<file path="src/lcs_line_diff_unit_assert.svh">
`ifndef LCS_LINE_DIFF_UNIT_ASSERT_SVH
`define LCS_LINE_DIFF_UNIT_ASSERT_SVH
// implication checked every cycle outside reset
`define LCD_ASSERT_IMP(lbl, a, c) \
  lbl: assert property (@(posedge clk) disable iff (rst) (a) |-> (c)) else $error("lcd check");
// next-cycle implication
`define LCD_ASSERT_NXT(lbl, a, c) \
  lbl: assert property (@(posedge clk) disable iff (rst) (a) |=> (c)) else $error("lcd check");
`endif

</file>
<file path="src/lcd_pkg.sv">
package lcd_pkg;
  localparam int MaxLinesDef = 32;
  localparam int RowCap = 64;

  localparam logic [2:0] OP_APPEND_A = 3'd0;
  localparam logic [2:0] OP_APPEND_B = 3'd1;
  localparam logic [2:0] OP_CLEAR_A  = 3'd2;
  localparam logic [2:0] OP_CLEAR_B  = 3'd3;
  localparam logic [2:0] OP_COMPARE  = 3'd4;

  localparam logic [1:0] KIND_SAME  = 2'd0;
  localparam logic [1:0] KIND_AONLY = 2'd1;
  localparam logic [1:0] KIND_BONLY = 2'd2;
  localparam logic [1:0] KIND_NONE  = 2'd3;

  localparam logic CFG_ROW_LIMIT = 1'b0;
  localparam logic CFG_FORCE_RAW = 1'b1;

  typedef struct packed {
    logic [2:0]  op;
    logic [31:0] line_hash;
  } in_item_t;

  typedef struct packed {
    logic [1:0] row_kind;
    logic [4:0] a_line;
    logic       a_present;
    logic [4:0] b_line;
    logic       b_present;
    logic       last_row;
    logic       rows_capped;
    logic       raw_dump_used;
    logic [6:0] added_count;
    logic [6:0] removed_count;
  } out_item_t;

  typedef enum logic [3:0] {
    ST_IDLE, ST_FILL_RD, ST_FILL_WR, ST_BT_RD, ST_BT_DEC, ST_RAW, ST_EMIT_RD,
    ST_EMIT, ST_EMPTY
  } lcd_state_t;

  // controller to datapath
  typedef struct packed {
    logic load;        // take the input beat
    logic fill_start;
    logic fill_step;   // write one table cell, advance
    logic bt_start;
    logic bt_step;     // push one backtrack row
    logic raw_start;
    logic raw_step;
    logic emit_start;
    logic emit_rd;
    logic out_load;
    logic out_empty;
  } lcd_cmd_t;

  // datapath to controller
  typedef struct packed {
    logic both_empty;
    logic one_empty;
    logic fill_done;
    logic bt_done;
    logic raw_done;
    logic emit_last;
  } lcd_stat_t;
endpackage

</file>
<file path="src/lcd_ctrl.sv">
module lcd_ctrl (
  input  logic              clk,
  input  logic              rst,
  input  logic              in_valid,
  input  logic [2:0]        in_op,
  input  logic              force_raw,
  input  logic              out_busy,
  input  lcd_pkg::lcd_stat_t stat,
  output lcd_pkg::lcd_cmd_t  cmd,
  output logic              in_stall
);
  import lcd_pkg::*;
  lcd_state_t state, state_next;

  always_ff @(posedge clk) begin
    if (rst) state <= ST_IDLE;
    else state <= state_next;
  end

  // next state and commands
  always_comb begin
    state_next = state;
    cmd = '0;
    in_stall = 1'b1;
    unique case (state)
      ST_IDLE: begin
        in_stall = 1'b0;
        if (in_valid) begin
          cmd.load = 1'b1;
          if (in_op == OP_COMPARE) begin
            if (stat.both_empty) state_next = ST_EMPTY;
            else if (stat.one_empty || force_raw) begin
              cmd.raw_start = 1'b1;
              state_next = ST_RAW;
            end else begin
              cmd.fill_start = 1'b1;
              state_next = ST_FILL_RD;
            end
          end
        end
      end
      ST_FILL_RD: state_next = ST_FILL_WR;
      ST_FILL_WR: begin
        cmd.fill_step = 1'b1;
        if (stat.fill_done) begin
          cmd.bt_start = 1'b1;
          state_next = ST_BT_RD;
        end else state_next = ST_FILL_RD;
      end
      ST_BT_RD: state_next = ST_BT_DEC;
      ST_BT_DEC: begin
        cmd.bt_step = 1'b1;
        if (stat.bt_done) begin
          cmd.emit_start = 1'b1;
          state_next = ST_EMIT_RD;
        end else state_next = ST_BT_RD;
      end
      ST_RAW: begin
        cmd.raw_step = 1'b1;
        if (stat.raw_done) begin
          cmd.emit_start = 1'b1;
          state_next = ST_EMIT_RD;
        end
      end
      ST_EMIT_RD: begin
        cmd.emit_rd = 1'b1;
        state_next = ST_EMIT;
      end
      ST_EMIT: begin
        if (!out_busy) begin
          cmd.out_load = 1'b1;
          state_next = stat.emit_last ? ST_IDLE : ST_EMIT_RD;
        end
      end
      ST_EMPTY: begin
        if (!out_busy) begin
          cmd.out_empty = 1'b1;
          state_next = ST_IDLE;
        end
      end
      default: state_next = ST_IDLE;
    endcase
  end
endmodule

</file>
<file path="config.mk">
export PLATFORM = sky130hd
export DESIGN_NAME = lcd_ctrl
export DESIGN_NICKNAME = d
export VERILOG_FILES = /design/src/lcs_line_diff_unit_assert.svh /design/src/lcd_pkg.sv /design/src/lcd_ctrl.sv
export SDC_FILE = /design/constraint.sdc
export NUM_CORES = 1
export LEC_CHECK = 0
export ABC_AREA = 1
export BUFFER_PORTS_ARGS = -buffer_cell sky130_fd_sc_hd__buf_4
export CAP_MARGIN = 20
export CORE_AREA = 2 2 39 41
export CTS_CLUSTER_SIZE = 16
export DETAILED_ROUTE_END_ITERATION = 8
export DIE_AREA = 0 0 41 43
export PLACE_DENSITY = 0.77
export SLEW_MARGIN = 20
export SYNTH_ARGS = -nofsm -noshare
export SYNTH_HDL_FRONTEND = slang
export SYNTH_SLANG_ARGS = --single-unit
</file>
<file path="constraint.sdc">
create_clock -name clk -period 1.09 [get_ports clk]
set_input_delay 0.0545 -clock clk [delete_from_list [all_inputs] [get_ports clk]]
set_output_delay 0.0545 -clock clk [all_outputs]
set_load 0.02 [all_outputs]
</file>
# --- Word-level counts from Yosys, hierarchy flattened ---
# Cells that the tools add are included.
classes:
  eq_ne: 14
  reduce_logical: 3
  n_mux: 33
op_table:
  columns: ["cell", "count"]
  rows:
  - ["one-hot mux 4 bit (9 select lines)", 1]
  - ["2-to-1 mux 4 bit", 6]
  - ["2-to-1 mux 1 bit", 18]
  - ["equality test 4 x 3 -> 1 bit (second input constant)", 4]
  - ["inequality test 2 bit (second input constant)", 5]
  - ["2-to-1 mux 3 bit", 3]
  - ["equality test 4 x 2 -> 1 bit (second input constant)", 2]
  - ["2-to-1 mux 2 bit", 4]
  - ["AND reduction 5 bit", 1]
  - ["equality test 4 x 1 -> 1 bit (second input constant)", 1]
  - ["equality test 4 bit (second input constant)", 1]
  - ["zero test 4 bit", 1]
  - ["equality test 3 bit (second input constant)", 1]
  - ["one-hot mux 1 bit (2 select lines)", 1]
  - ["logical OR 1 bit", 1]
totals:
  out_inout_bits: 12
  inputBits: 14
  elab_cells: 51
  reg_bits: 4

# --- Longest topological paths before layout ---
depth:
  depth_word: 6
  ltp_mapped: 9

# --- Worst setup path after synthesis ---
# No wires, ideal clock.
synth_timing:
  path_kind: "reg2out"
  from: "register state[1]"
  to: "output cmd[5] in the netlist's numbering"
  path_stages_with_launch: 5
  path_buffers: 1
  arrival_ns: 1.223
  slack_ns: -0.187
  t_required_ns: 1.036
  cell_sequence: "dfxtp_1 -> buf_6 -> nor2_2 -> nand2_4 -> nor3_1"
synth_lines:
  columns: ["element", "line_no", "rtl"]
  rows:
  - ["start: declaration", "lcd_ctrl.sv:13", "lcd_state_t state, state_next;"]
  - ["start signal: assignment", "lcd_ctrl.sv:17", "else state <= state_next;"]
  - ["end: declaration", "lcd_ctrl.sv:9", "output lcd_pkg::lcd_cmd_t cmd,"]

==> flow_summary.toml <==
[worst_setup_path]
worstSetupStartpointType = "flop"
path_cells = "buf_4, inv_2, nor2_2, nand2_1, buf_4, inv_1, buf_4"
r2r-start = "state[2]"
r2r-end = "state[2]"
timing.critical_path.mode_cell = "buf_4"
cp-end-kind = "output port"
max_stage_delay_ns = 0.37
reg2reg_slack_ns = -0.19
cp.arrival_ns = 1.29
crit_family = "buffers and inverters"
critPathKind = "reg -> out"
crit_buf_inv = 5
slowest_stage = "dfxtp_4"
required_ns = 1.04
startpoint = "state[1]"
crit_end = "cmd[2]"
cp_max_fo = 4
crit_cells = 7
r2r_cells = 9

[synth]
yosys.area.top_type = "dfxtp_1"
avgSynthCellArea_sq_um = 5.488
synth_seq_cells = 4
syn_inst = 88
ys_seq_area_frac = 0.1658
synth-async-reset-ratio = 0
synth_cell_types = 19
synth_edf_count = 0
synth_area_leaders = "dfxtp_1, nand2_1, inv_1"
yosysWarnings = 0
synth_fp_nets = 102
netlist_area_sq_um = 483.0
yosysMostFrequentCell = "nand2_1"
ys_top_cells_by_count = "nand2_1, inv_1, nor2_1"
synthFlopType = "dfxtp_1"
synth_top_cell_area_share = 0.1658

[run_status]
status = "complete, but fails checks"
violations = "negative setup slack"

[timing]
fin_crit_sh = 1.229
rsz0062_at_grt = "yes"
max_freq_mhz = 746.5
setup_viol = 16
fin_worst_skew_ns = 0.006955
maxSlewViolCount = 0
relSlewSlack = 0.6883
whs_ns = 0.1556
hold_viol = 0
setup_slack_ns = -0.2495
fin_crit_ns = 1.340
tns_ns = -2.838
worst_pin_slew_ns = 0.4627

[finish]
num_antenna_cells = 0
top_register = "state"
area_delta_synth_final_pct = 118.7
largest_reg_flops = 4
layout-drive-gt1-share = 0.6593
nNetsFinal = 151
largestRegisters = "state x4"

[routing]
drt_wl_total_mm = 1.851
routedWlPerCell_um = 12.26
routed_via_density = 4.954
vias = 748
drt_iter0_drc = 10
dr.pass1.iters = 4
ant_nets = 0
post-route-drc-count = 0

[global_routing]
antenna_found_initial = 0
grt_max_degree = 8
grt_pass1_vias = 718
overflow = 0
track_usage = 0.2217
grt_first_pass_wirelength_mm = 2.787

[floorplan]
core_sq_um = 1384
core.rowCount = 14
pin_count = 26
dieArea_sq_um = 1763
start_util = 0.3490
die_x_um = 41
die_y_um = 43

[clock_tree]
clkSinkCount = 4
htreeDepth = 1
cts_tree = "built"
clkTransAtPathRegs_ns = 0.05
clock_path_buffers = 2
clock_latency_ns = 0.25
cts_inserted_buffers = 3
root_buffer = "clkbuf_4"

[placed_design]
hpwl_mm = 1.139
routabilityCongestion = 0.7984
port_buffers = 25

[power]
p_per_area_nw_per_um2 = 2625
vdd_drop_max_v = 0.001956
leakagePower_uw = 0.0005622

[flow_run]
drv_cap = 0

[worst_hold_path]
hp-class = "in -> reg"
through the flow:
step | worst slack, ns | total power (uW) | utilization | area (sq um) | cells
global route | -0.2993 | 2953 | 0.7631 | 1056 | 151
detailed placement | -0.1298 | 1827 | 0.5597 | 774.5 | 138
CTS | -0.2234 | 2398 | 0.6799 | 940.9 | 149
global placement | -0.1278 | 1795 | 0.5597 | 774.5 | 138
floorplan | 0.001715 | 1320 | - | 503.0 | 88
finish | -0.2495 | 2772 | 0.7631 | 1056 | 151
where the power goes:
| part | internal, uW | leakage (uW) | switching [uW] |
|---|---|---|---|
| registers | 237 | 0.0000356 | 140 |
| clock network | 124 | 0.0000138 | 76.6 |
| logic | 1040 | 0.000513 | 1160 |
| total | 1400 | 0.000562 | 1370 |
tightest hold or removal path: cells and delay by family:
family | cells | cell delay (ns)
buffers and inverters | 1 | 0.15
and+or+nand+nor | 1 | 0.10
AOI/OAI and AO/OA | 1 | 0.06
cell usage in the layout, fill, tap and decap left out:
cell type      synthesis  routed
buf_4                  0      27
buf_6                  1      17
nand2_1               21      15
inv_1                 14      11
nor2_4                 1      10
inv_2                  5       6
nand2_2                0       5
nand3_1                7       5
nor2_1                14       5
dfxtp_4                0       4
inv_4                  1       3
nor2_2                 3       3
nand2_4                2       3
nand3_2                1       3
o211ai_1               3       3
clkbuf_4               0       3
nand4_1                2       2
nor3_2                 0       2
a21oi_1                3       2
a21oi_2                1       2
nor3_1                 3       1
o22ai_2                0       1
o21ai_0                1       1
dlygate4sd3_1          0       1
layer usage:
layer / wire length (um) / GRT usage / up-vias
met4: 8 / 0.02000 / 0
met2: 1021 / 0.4000 / 31
met1: 720 / 0.2692 / 345
li1: - / - / 370
met3: 102 / 0.03141 / 2
met5: 0 / 0 / -
timing repair:
action	in CTS	in global routing
hold endpoints to repair	1	0
resized for setup	26	29
hold buffers	1	0
setup buffers	7	2
pin swaps	7	9
endpoints found under the setup margin	16	16
worst min path at each step:
stage	from	to	slack, ns	cells past startpoint
finish	out_busy	state[1]	0.16	3
global route	out_busy	state[1]	0.17	3
CTS	out_busy	state[1]	0.14	3
detailed placement	rst	state[0]	0.24	2
global placement	rst	state[0]	0.24	2
floorplan	rst	state[0]	0.12	1
layout make-up:
cell class / count / area (sq um)
inverters: 20 / 82.58
well taps: 16 / 20.02
flip-flops and latches: 4 / 95.09
clock buffers: 3 / 22.52
fillers: 116 / 327.8
repair buffers: 45 / 404.1
multi-input cells: 63 / 431.7
kinds of logic (layout without fill, tap and decap cells):
| group | count (synthesis) | in the layout | synth area share |
|---|---|---|---|
| simple gates | 54 | 54 | 0.5311 |
| buf+inv | 21 | 68 | 0.1839 |
| flops | 4 | 4 | 0.1658 |
| compound gates | 9 | 9 | 0.1192 |
Note: power is estimated with default switching activity, not from simulation.
